[config.mk]
export PLATFORM = sky130hd
export DESIGN_NAME = pulse_rate_meter
export DESIGN_NICKNAME = d
export VERILOG_FILES = /design/src/rtl/prm_pkg.sv /design/src/rtl/prm_divider.sv /design/src/rtl/pulse_rate_meter.sv
export SDC_FILE = /design/constraint.sdc
export NUM_CORES = 1
export LEC_CHECK = 0
export ABC_AREA = 1
export BUFFER_PORTS_ARGS = -buffer_cell sky130_fd_sc_hd__buf_2
export CAP_MARGIN = 10
export CORE_ASPECT_RATIO = 0.6
export CORE_MARGIN = 2
export CORE_UTILIZATION = 35
export DETAILED_ROUTE_END_ITERATION = 10
export PLACE_DENSITY_LB_ADDON = 0.08
export SETUP_SLACK_MARGIN = 0.05
export SYNTH_ARGS = -nofsm -noshare
export SYNTH_HDL_FRONTEND = slang
export SYNTH_SLANG_ARGS = --single-unit
[constraint.sdc]
create_clock -name clock -period 11.5 [get_ports clock]
set_input_delay 0.575 -clock clock [delete_from_list [all_inputs] [get_ports clock]]
set_output_delay 0.575 -clock clock [all_outputs]
set_load 0.1 [all_outputs]
[src/rtl/prm_pkg.sv]
// Package for the pulse rate meter: field widths, word layouts, level codes
// and the sequencer state type. Used by every module of the block.
package prm_pkg;

   localparam int SAMPLE_W       = 12;
   localparam int TIME_W         = 32;
   localparam int RATE_W         = 16;
   localparam int IDX_W          = 4;
   localparam int CLASS_W        = 2;
   localparam int RATE_NUMERATOR = 60000;

   localparam int REQ_DATA_W = 48;
   localparam int RSP_DATA_W = 72;
   localparam int RSP_USER_W = 2;

   localparam logic [SAMPLE_W-1:0] THRESHOLD_RESET = 12'd1200;
   localparam logic [SAMPLE_W-1:0] FULL_SCALE      = 12'd4095;

   localparam logic [CLASS_W-1:0] LVL_BELOW = 2'd0;
   localparam logic [CLASS_W-1:0] LVL_ABOVE = 2'd1;
   localparam logic [CLASS_W-1:0] LVL_FULL  = 2'd2;

   typedef enum logic [2:0] {
      ST_IDLE,
      ST_RATE_START,
      ST_RATE_WAIT,
      ST_SUM,
      ST_MEAN,
      ST_OUT
   } state_type;

endpackage

[src/rtl/prm_divider.sv]
// Restoring divider for the pulse rate meter, one quotient bit per cycle.
// Depends on prm_pkg for the divisor width.
module prm_divider
   import prm_pkg::*;
#(
   parameter int DVD_W = 20
) (
   input  logic             clock,
   input  logic             reset,
   input  logic             start,
   input  logic [DVD_W-1:0] dividend,
   input  logic [TIME_W-1:0] divisor,
   output logic             busy,
   output logic             done,
   output logic [DVD_W-1:0] quotient
);

   localparam int CNT_W = $clog2(DVD_W + 1);

   logic [DVD_W-1:0]  rem_ff, rem_in;
   logic [DVD_W-1:0]  quo_ff, quo_in;
   logic [TIME_W-1:0] dvs_ff, dvs_in;
   logic [CNT_W-1:0]  cnt_ff, cnt_in;
   logic              busy_ff, busy_in;
   logic              done_ff, done_in;
   logic [DVD_W:0]    trial;
   logic              fits;

   assign trial = {rem_ff, quo_ff[DVD_W-1]};
   assign fits  = ({{(TIME_W-DVD_W-1){1'b0}}, trial} >= dvs_ff);

   always_comb begin
      rem_in  = rem_ff;
      quo_in  = quo_ff;
      dvs_in  = dvs_ff;
      cnt_in  = cnt_ff;
      busy_in = busy_ff;
      done_in = 1'b0;
      if (start) begin
         rem_in  = '0;
         quo_in  = dividend;
         dvs_in  = divisor;
         cnt_in  = CNT_W'(DVD_W);
         busy_in = 1'b1;
      end else if (busy_ff) begin
         if (fits) begin
            rem_in = DVD_W'(trial - dvs_ff[DVD_W:0]);
         end else begin
            rem_in = trial[DVD_W-1:0];
         end
         quo_in = {quo_ff[DVD_W-2:0], fits};
         cnt_in = cnt_ff - 1'b1;
         if (cnt_ff == CNT_W'(1)) begin
            busy_in = 1'b0;
            done_in = 1'b1;
         end
      end
   end

   always_ff @(posedge clock) begin
      if (reset) begin
         busy_ff <= 1'b0;
         done_ff <= 1'b0;
         cnt_ff  <= '0;
      end else begin
         busy_ff <= busy_in;
         done_ff <= done_in;
         cnt_ff  <= cnt_in;
      end
      rem_ff <= rem_in;
      quo_ff <= quo_in;
      dvs_ff <= dvs_in;
   end

   assign busy     = busy_ff;
   assign done     = done_ff;
   assign quotient = quo_ff;

endmodule

[src/rtl/pulse_rate_meter.sv]
// Pulse rate meter: beat detection, period, rate, mean over a group of beats.
// A sample without a beat goes straight to the output; a beat first runs the rate
// division (DVD_W is 16), and the beat that closes a group also sums the stored rates.
// Throughput: one word at a time, set by the one-bit-per-cycle divider and output stalls.
// Reset (synchronous): threshold 1200, last beat time 1, beat index and mean cleared.
module pulse_rate_meter
   import prm_pkg::*;
#(
   parameter int AVG_BEATS = 10
) (
   input  logic                  clock,
   input  logic                  reset,
   input  logic                  csr_we,
   input  logic [SAMPLE_W-1:0]   csr_wdata,
   input  logic                  req_tvalid,
   output logic                  req_tready,
   // sample[11:0], time_ms[43:12], zero fill
   input  logic [REQ_DATA_W-1:0] req_tdata,
   output logic                  rsp_tvalid,
   input  logic                  rsp_tready,
   // period_ms[31:0], rate_bpm[47:32], mean_bpm[63:48], level_class[65:64], zero fill
   output logic [RSP_DATA_W-1:0] rsp_tdata,
   // beat[0], mean_updated[1]
   output logic [RSP_USER_W-1:0] rsp_tuser
);

   localparam int SUM_W   = $clog2(AVG_BEATS * RATE_NUMERATOR + 1);
   localparam int DVD_W   = RATE_W;
   localparam int SI_W    = (AVG_BEATS > 2) ? $clog2(AVG_BEATS) : 1;
   localparam int MUL_W   = SUM_W + 1;
   localparam int PROD_W  = SUM_W + MUL_W;
   localparam int MEAN_SH = SUM_W + $clog2(AVG_BEATS);
   localparam logic [MUL_W-1:0] MEAN_MUL =
      MUL_W'(((1 << MEAN_SH) + AVG_BEATS - 1) / AVG_BEATS);
   localparam logic [IDX_W-1:0] LAST_IDX = IDX_W'(AVG_BEATS - 1);

   state_type state_ff, state_in;

   logic [SAMPLE_W-1:0] thr_ff, thr_in;
   logic [SAMPLE_W-1:0] prev_ff, prev_in;
   logic [TIME_W-1:0]   last_ff, last_in;
   logic [IDX_W-1:0]    bidx_ff, bidx_in;
   logic [RATE_W-1:0]   mean_ff, mean_in;
   logic [TIME_W-1:0]   period_ff, period_in;
   logic [RATE_W-1:0]   rate_ff, rate_in;
   logic                beat_ff, beat_in;
   logic                upd_ff, upd_in;
   logic [CLASS_W-1:0]  cls_ff, cls_in;
   logic [SUM_W-1:0]    sum_ff, sum_in;
   logic [SI_W-1:0]     scnt_ff, scnt_in;
   logic                rsp_valid_ff, rsp_valid_in;
   logic [RSP_DATA_W-1:0] rsp_data_ff, rsp_data_in;
   logic [RSP_USER_W-1:0] rsp_user_ff, rsp_user_in;
   logic [RATE_W-1:0]   rate_store_ff [AVG_BEATS];

   logic [SAMPLE_W-1:0] s;
   logic [TIME_W-1:0]   t;
   logic [TIME_W-1:0]   period_raw;
   logic                is_beat;
   logic [IDX_W-1:0]    idx;
   logic                group_end;
   logic                out_free;
   logic                store_we;
   logic                div_start;
   logic                div_busy;
   logic                div_done;
   logic [DVD_W-1:0]    div_dvd;
   logic [TIME_W-1:0]   div_dvs;
   logic [DVD_W-1:0]    div_q;
   logic [PROD_W-1:0]   mean_prod;

   assign s          = req_tdata[SAMPLE_W-1:0];
   assign t          = req_tdata[SAMPLE_W+TIME_W-1:SAMPLE_W];
   assign period_raw = t - last_ff;
   assign is_beat    = (s >= thr_ff) && (prev_ff <= thr_ff);
   assign idx        = ({1'b0, bidx_ff} >= (IDX_W + 1)'(AVG_BEATS)) ? LAST_IDX : bidx_ff;
   assign group_end  = (idx == LAST_IDX);
   assign out_free   = !rsp_valid_ff || rsp_tready;
   assign div_dvd    = DVD_W'(RATE_NUMERATOR);
   assign div_dvs    = period_ff;
   // sum / AVG_BEATS by reciprocal multiply, exact over the whole sum range
   assign mean_prod  = PROD_W'(sum_ff) * PROD_W'(MEAN_MUL);

   prm_divider #(
      .DVD_W(DVD_W)
   ) u_div (
      .clock   (clock),
      .reset   (reset),
      .start   (div_start),
      .dividend(div_dvd),
      .divisor (div_dvs),
      .busy    (div_busy),
      .done    (div_done),
      .quotient(div_q)
   );

   // next state
   always_comb begin
      state_in = state_ff;
      unique case (state_ff)
         ST_IDLE: begin
            if (req_tvalid) begin
               state_in = is_beat ? ST_RATE_START : ST_OUT;
            end
         end
         ST_RATE_START: state_in = ST_RATE_WAIT;
         ST_RATE_WAIT: begin
            if (div_done) begin
               state_in = group_end ? ST_SUM : ST_OUT;
            end
         end
         ST_SUM: begin
            if (scnt_ff == SI_W'(AVG_BEATS - 1)) begin
               state_in = ST_MEAN;
            end
         end
         ST_MEAN: state_in = ST_OUT;
         ST_OUT: begin
            if (out_free) begin
               state_in = ST_IDLE;
            end
         end
         default: state_in = ST_IDLE;
      endcase
   end

   // control outputs
   always_comb begin
      req_tready = 1'b0;
      div_start  = 1'b0;
      store_we   = 1'b0;
      unique case (state_ff)
         ST_IDLE:       req_tready = 1'b1;
         ST_RATE_START: div_start  = 1'b1;
         ST_RATE_WAIT:  store_we   = div_done;
         default: begin
         end
      endcase
   end

   // datapath next values
   always_comb begin
      thr_in       = csr_we ? csr_wdata : thr_ff;
      prev_in      = prev_ff;
      last_in      = last_ff;
      bidx_in      = bidx_ff;
      mean_in      = mean_ff;
      period_in    = period_ff;
      rate_in      = rate_ff;
      beat_in      = beat_ff;
      upd_in       = upd_ff;
      cls_in       = cls_ff;
      sum_in       = sum_ff;
      scnt_in      = scnt_ff;
      rsp_valid_in = rsp_valid_ff && !rsp_tready;
      rsp_data_in  = rsp_data_ff;
      rsp_user_in  = rsp_user_ff;
      unique case (state_ff)
         ST_IDLE: begin
            if (req_tvalid) begin
               prev_in   = s;
               beat_in   = is_beat;
               upd_in    = 1'b0;
               rate_in   = '0;
               period_in = '0;
               if (s == FULL_SCALE) begin
                  cls_in = LVL_FULL;
               end else if (s >= thr_ff) begin
                  cls_in = LVL_ABOVE;
               end else begin
                  cls_in = LVL_BELOW;
               end
               if (is_beat) begin
                  last_in   = t;
                  period_in = (period_raw == '0) ? TIME_W'(1) : period_raw;
               end
            end
         end
         ST_RATE_WAIT: begin
            if (div_done) begin
               rate_in = div_q[RATE_W-1:0];
               if (group_end) begin
                  bidx_in = '0;
                  sum_in  = '0;
                  scnt_in = '0;
               end else begin
                  bidx_in = idx + 1'b1;
               end
            end
         end
         ST_SUM: begin
            sum_in  = sum_ff + SUM_W'(rate_store_ff[scnt_ff]);
            scnt_in = scnt_ff + 1'b1;
         end
         ST_MEAN: begin
            mean_in = mean_prod[MEAN_SH +: RATE_W];
            upd_in  = 1'b1;
         end
         ST_OUT: begin
            if (out_free) begin
               rsp_valid_in = 1'b1;
               rsp_data_in  = {6'b0, cls_ff, mean_ff, rate_ff, period_ff};
               rsp_user_in  = {upd_ff, beat_ff};
            end
         end
         default: begin
         end
      endcase
   end

   always_ff @(posedge clock) begin
      if (reset) begin
         state_ff     <= ST_IDLE;
         thr_ff       <= THRESHOLD_RESET;
         prev_ff      <= '0;
         last_ff      <= TIME_W'(1);
         bidx_ff      <= '0;
         mean_ff      <= '0;
         rsp_valid_ff <= 1'b0;
      end else begin
         state_ff     <= state_in;
         thr_ff       <= thr_in;
         prev_ff      <= prev_in;
         last_ff      <= last_in;
         bidx_ff      <= bidx_in;
         mean_ff      <= mean_in;
         rsp_valid_ff <= rsp_valid_in;
      end
      period_ff   <= period_in;
      rate_ff     <= rate_in;
      beat_ff     <= beat_in;
      upd_ff      <= upd_in;
      cls_ff      <= cls_in;
      sum_ff      <= sum_in;
      scnt_ff     <= scnt_in;
      rsp_data_ff <= rsp_data_in;
      rsp_user_ff <= rsp_user_in;
   end

   always_ff @(posedge clock) begin
      if (store_we) begin
         rate_store_ff[idx[SI_W-1:0]] <= div_q[RATE_W-1:0];
      end
   end

   assign rsp_tvalid = rsp_valid_ff;
   assign rsp_tdata  = rsp_data_ff;
   assign rsp_tuser  = rsp_user_ff;

`ifndef SYNTH
   a_no_accept_while_dividing: assert property (@(posedge clock) disable iff (reset)
      req_tready |-> !div_busy)
      else $error("input accepted while divider busy");

   a_mean_only_on_beat: assert property (@(posedge clock) disable iff (reset)
      (rsp_tvalid && rsp_tuser[1]) |-> rsp_tuser[0])
      else $error("mean update without a beat");

   a_no_beat_zero_fields: assert property (@(posedge clock) disable iff (reset)
      (rsp_tvalid && !rsp_tuser[0]) |-> (rsp_tdata[47:0] == 48'd0))
      else $error("period or rate nonzero without a beat");

   a_index_in_range: assert property (@(posedge clock) disable iff (reset)
      ({1'b0, bidx_ff} < (IDX_W + 1)'(AVG_BEATS)))
      else $error("beat index out of range");
`endif

endmodule

==> metrics, run 1 <==
outcome=finished clean; Synth cell types=52; io pins=approximately 140; first-pass GRT wire length=127 mm; met2 Use GR=0.248; GR Layer Usage met3=0.0383; Global Route Usage Sum=0.192; fmax=approximately 0.15 GHz; Synth Flop Type=edfxtp_1; post-route setup slack=approximately 5 ns; GPL Wtd Cong=0.920; global-route layer with the greatest usage=met1; drt total wl=82.7 mm; Rows=between 80 and 90; Buffers on Ports=130; crit path capture type=flop; r2r setup slk=around 5 ns; residual DRC count=0; final core occ=0.395; DRC marker count from the first detailed-route iteration=1443; most common cell after layout, fill and taps aside=inv_1; share of layout cells above drive strength 1=0.0814; Req. time, crit path=between 10 and 15 ns; Final Skew=between 0.02 and 0.025 ns; final net count=between 3000 and 4000; hold buffers post-CTS=0; R2R depth=22; clk root buf=clkbuf_16; Place WS=between 5 and 6 ns; Crit path top cell by count=inv_1; sequential area share after synthesis=0.426; maxcap violations=0; worst-path cell chain=ha_1 > xor2_1 > ha_1 > inv_1 > fa_1 > fa_1 > inv_1 > fa_1 > inv_1 > fa_1 > inv_1 > ha_1 > ha_1 > a21o_1 > a21oi_1 > o21ai_0 > a21oi_1 > nand3_1 > or2_2 > nand3_1 > o211ai_1 > inv_1; clk buf depth=3; fillers=8419; slowest CP cell=edfxtp_1; Skew-Pair Late Insertion Delay=0.60 ns; largest net degree at the start of global routing=between 60 and 70; CP max FO=7; Period minus WS final=about 6.5 ns; detailed placement HPWL=between 60 and 70 mm; RSZ-0062 raised after global routing=false; register bit total from synthesis=~460; Layout area overhead=12.0%; Final Cycle Share=0.566; Worst EP arrival=7.06 ns; Num CTS Buffers=48; clk slew on worst S/H paths=0.07 ns; Slew headroom=0.222; Avg Cell Area, Syn=between 9 and 10 um2; Post-CTS Setup Inserts=0; Die Span X=about 380 um; remaining global-route overflow=0; setup violators final=0; slowest stage delay, CP=0.66 ns; Die Ht=roughly 230 um; commonest non-fill, non-tap cells in the layout=inv_1, nand2_1, edfxtp_1; Gates resized, CTS repair=0; Post-synth EDFFs=between 300 and 400; CTS tree=done; FF+latch area=12600 um2; multi-input logic area=about 14000 um2; initial antenna violation count=5; ys async rst share=0; DIE AREA=86500 um2; Via Count=between 20000 and 25000; worst hold path type=input port to flop; H-Tree Depth=2; DR vias/cell=4.81; Synth Cell Area=29400 um2; WS Path Type=flop to flop; synth warn=0; type of element launching the critical path=flop; Hold Violations, Final=0; number of global-route vias before repair=approximately 21000; setup TNS=0 ns; DRT antenna net count=0; area of the core=between 80000 and 90000 um2; Initial Util=0.353; grt met1 use=0.322; Mapped Cells=3208; Max Slew Vio Count=0; clock sink count=459; hold depth=3; Pre-Repair DR Iteration Count=5; DR WL/cell=about 18 um; Worst Tran Pin Value=roughly 1.2 ns
-- routing by layer --
metal / vias to the layer above / wire length [um]
met5: - / 27
met4: 4 / 965
met3: 73 / 5050
met2: 504 / 30700
met1: 10400 / 46000
li1: 10800 / -
-- kinds of logic after synthesis --
| group | Yosys count | synth area share |
|---|---|---|
| AND/OR/NAND/NOR | 1030 | 0.144 |
| AO/OA/AOI/OAI | 511 | 0.0955 |
| multiplexers | 47 | 0.0160 |
| buffers and inverters | 689 | 0.0900 |
| XOR/XNOR | 49 | 0.0146 |
| flip-flops | 459 | 0.426 |
| adder cells (fa/ha/maj) | 422 | 0.213 |
| other | 1 | 0.000127 |
-- worst paths after layout --
kind,to,from
setup / recovery,mean_ff[15],sum_ff[8]
hold / removal,thr_ff[10],csr_wdata[10]
setup reg to reg,mean_ff[15],sum_ff[8]
hold reg to reg,rsp_tdata[33],rate_ff[1]
-- layout make-up --
| class | instances | area share |
|---|---|---|
| diodes | 1 | 0.0000759 |
| clock buffers | 60 | 0.0384 |
| clock inverters | 26 | 0.00952 |
| inverters | 617 | 0.0702 |
| multi-input cells | 2065 | 0.433 |
| flip-flops and latches | 459 | 0.381 |
| well taps | 1134 | 0.0430 |
| repair buffers | 153 | 0.0250 |
-- sequential cells by signal, indices dropped and copies added, names as in the netlist, 5 cells and up, named ones only --
| signal | cells |
|---|---|
| sum_ff | 20 |
| thr_ff | 12 |
| u_div.quotient | 16 |
| u_div.cnt_ff | 5 |
| u_div.rem_ff | 16 |
| rate_ff | 16 |
| rsp_tdata | 66 |
| div_dvs | 32 |
| last_ff | 32 |
| rate_store_ff | 160 |
| mean_ff | 16 |
| u_div.dvs_ff | 32 |
| prev_ff | 12 |
-- synthesized netlist by cell type (14+ instances only) --
cell	count	area share
xnor2_1	20	0.0060
clkbuf_1	48	0.0061
ha_1	290	0.12
nor2_2	18	0.0038
o21ai_0	207	0.035
edfxtp_1	336	0.34
xor2_1	29	0.0086
fa_1	132	0.090
a21o_1	14	0.0036
nand2_1	536	0.068
a21oi_1	200	0.034
nor2_1	307	0.039
nand3_1	81	0.014
mux2i_1	47	0.016
dfxtp_1	123	0.084
o211ai_1	48	0.012
nand4_1	23	0.0049
nor3_1	21	0.0036
inv_1	612	0.078
-- critical path, delay by kind of cell, from the launching register on --
family / cells / cell delay (ns)
compound gates: 5 / 0.93
xor+xnor: 1 / 0.23
fa+ha+maj: 8 / 3.77
flops: 1 / 0.66
simple gates: 3 / 0.54
buf+inv: 5 / 0.33
-- through the flow --
| stage | area [um2] | hold slack (ns) | std cells |
|---|---|---|---|
| 4_1_cts | 33000 | 0.149 | 4514 |
| 3_3_place_gp | 31400 | 0.405 | 4428 |
| 2_1_floorplan | 29500 | 0.400 | 3213 |
| 5_1_grt | 33000 | 0.166 | 4514 |
| 3_5_place_dp | 31400 | 0.405 | 4428 |
| 6_report | 33000 | 0.195 | 4515 |
Power of run 1 is not shown: default switching activity piles up to over one toggle a cycle in this logic, so the estimate is an artifact.
==> run 2, diff against run 1 <==
Settings changed: ABC_AREA 1 to 0.
Clock period 11.5 ns to 6.35 ns, I/O delays scaled along.
==> metrics, run 2 <==
register bit total from synthesis=around 460; Global Route Usage Sum=0.182; clk root buf=clkbuf_16; CP max FO=4; Die Span X=around 360 um; Slew headroom=0.223; Placed Area=around 30000 um2; Synth Area in XOR/XNOR=0.0276; Post-Synth Adder-Cell Area=0.230; drt total wl=~73 mm; # diodes=0; sequential area share after synthesis=0.460; r2r setup slk=0.22 ns; top post-synthesis cells by count=edfxtp_1, inv_1, ha_1; Max VDD drop=~0.78 mV; Synth area leaders=edfxtp_1, ha_1, fa_1; Rows=between 70 and 80; area of the core=between 70000 and 80000 um2; Buffers on Ports=between 100 and 150; Worst EP arrival=between 6 and 7 ns; synth warn=0; fmax=between 0.15 and 0.2 GHz; Final Cycle Share=0.965; Pre-Repair DR Iteration Count=5; ys async rst share=0; share of layout cells above drive strength 1=0.175; grt met1 use=0.303; Place WS=-0.200 ns; Num CTS Buffers=46; fillers=7392; RSZ-0062 raised after global routing=true; final net count=approximately 3200; post-route setup slack=roughly 0.22 ns; remaining global-route overflow=0; Hold Path Sink=last_ff[0]; main combinational cell family by area after synthesis=adder cells; Reg-to-Reg End=mean_ff[10]; CTS tree=done; largest net degree at the start of global routing=69; worst hold path type=input port to flop; Die Ht=around 220 um; io pins=141; Pwr Density=571 nW/um2; most common cell after layout, fill and taps aside=edfxtp_1; DIE AREA=80400 um2; r2r startpoint=sum_ff[14]; Final Skew=a little over 0.05 ns; DRT antenna net count=0; R2R depth=24; Layout area overhead=19.8%; residual DRC count=0; Synth Flop Type=edfxtp_1; Synth Cell Area=between 20000 and 30000 um2; Max Slew Vio Count=0; Skew-Pair Late Insertion Delay=0.63 ns; leak pwr=between 10 and 15 nW; compound-gate portion of the synthesized area=0.0948; DR vias/cell=slightly below 5; H-Tree Depth=2; initial antenna violation count=0; number of global-route vias before repair=between 15000 and 20000; crit path capture type=flop; most common cell in the netlist=edfxtp_1; Largest register FFs=160; Initial Util=0.353; Hold Violations, Final=0; Avg Cell Area, Syn=around 12 um2; Worst Tran Pin Value=1.16 ns; Post-synth EDFFs=~340; maxcap violations=0; clock sink count=459; Via Count=about 18000; Worst Min Path Start=req_tdata[12]; type of element launching the critical path=flop; simple-gate area share of the yosys netlist=0.0914; GR Layer Usage met3=0.0323; clk buf depth=3; Period minus WS final=approximately 6 ns; Mapped Cells=~2400; hold depth=3; Synth cell types=73; DR WL/cell=around 19 um; detailed placement HPWL=approximately 55 mm; global-route layer with the greatest usage=met1; commonest non-fill, non-tap cells in the layout=edfxtp_1, inv_1, ha_1; clk slew on worst S/H paths=0.07 ns; GPL Wtd Cong=slightly above 0.9; post-synth top area share=0.369; Req. time, crit path=about 7 ns; met2 Use GR=0.240; hold_ws=between 0.05 and 0.06 ns; final core occ=0.423; design area=between 30000 and 40000 um2; post-synthesis mux area share=0.0448; Synth area leader=edfxtp_1; setup violators final=0; first-pass GRT wire length=approximately 110 mm; WS Path Type=flop to flop; outcome=finished clean; DRC marker count from the first detailed-route iteration=approximately 1400
## run 2: what timing repair did
| action | 4_1_cts | 5_1_grt |
|---|---|---|
| pin swaps | 8 | 38 |
| setup endpoints to repair | 8 | 11 |
| buffers inserted | 10 | 22 |
| hold buffers | 55 | 0 |
| endpoints found under the hold margin | 55 | 0 |
| gates resized for setup | 9 | 53 |
## run 2: cell families after synthesis
group,after synthesis
AOI/OAI and AO/OA,422
xor gates and xnor gates,86
adders and majority gates,422
buffers and inverters,368
DFF,459
muxes,82
other,1
and+or+nand+nor,534
## run 2: cell type report
cell class,instances,area [um2],share of cell area
multi-input combinational,1552,13900,0.425
sequential,459,12600,0.384
timing repair buffer,341,2400,0.0734
tap,1053,1320,0.0403
clock buffer,55,1190,0.0365
inverter,292,1100,0.0335
clock inverter,30,268,0.00818
## run 2: worst max path at each step
stage / from / endpoint / slack, ns
global route: sum_ff[14] / mean_ff[10] / -0.005
global placement: sum_ff[4] / mean_ff[10] / -0.19
detailed placement: sum_ff[4] / mean_ff[12] / -0.20
finish: sum_ff[14] / mean_ff[10] / 0.22
floorplan: sum_ff[2] / mean_ff[15] / 0.12
CTS: sum_ff[4] / mean_ff[10] / 0.06
## run 2: worst max-delay path: stages, from the launching register on
cell and delay [ns]:
edfxtp_1 0.46, buf_4 0.18, ha_1 0.31, buf_4 0.18, ha_1 0.29, fa_1 0.54, fa_1 0.44, fa_1 0.57
fa_1 0.46, ha_1 0.34, ha_4 0.30, nand4_1 0.18, nor2_4 0.17, nand2_1 0.07, nor4_2 0.24, buf_4 0.17
o2111ai_4 0.15, buf_4 0.17, nand2_1 0.10, a31oi_2 0.11, buf_4 0.16, buf_4 0.12, xnor2_1 0.13, nand2_1 0.08
a21oi_2 0.14
## run 2: stage by stage
step / total power, mW / setup TNS (ns) / cells
2_1_floorplan: 11.3 / 0 / 2379
3_3_place_gp: 14.5 / -0.690 / 3609
3_5_place_dp: 14.6 / -0.792 / 3609
4_1_cts: 17.6 / 0 / 3759
5_1_grt: 20.3 / -0.00509 / 3782
6_report: 18.7 / 0 / 3782
## run 2: report_power, final
part	switching, mW	internal (mW)
registers	0.371	3.87
clock network	1.25	1.41
logic	6.43	5.35
## run 2: routing by layer
layer / part of all wire / vias up
li1: - / 8977
met1: 0.56 / 9124
met2: 0.38 / 310
met3: 0.048 / 67
met4: 0.013 / 0
met5: 0 / -
Power figures use the tool's default switching activity.
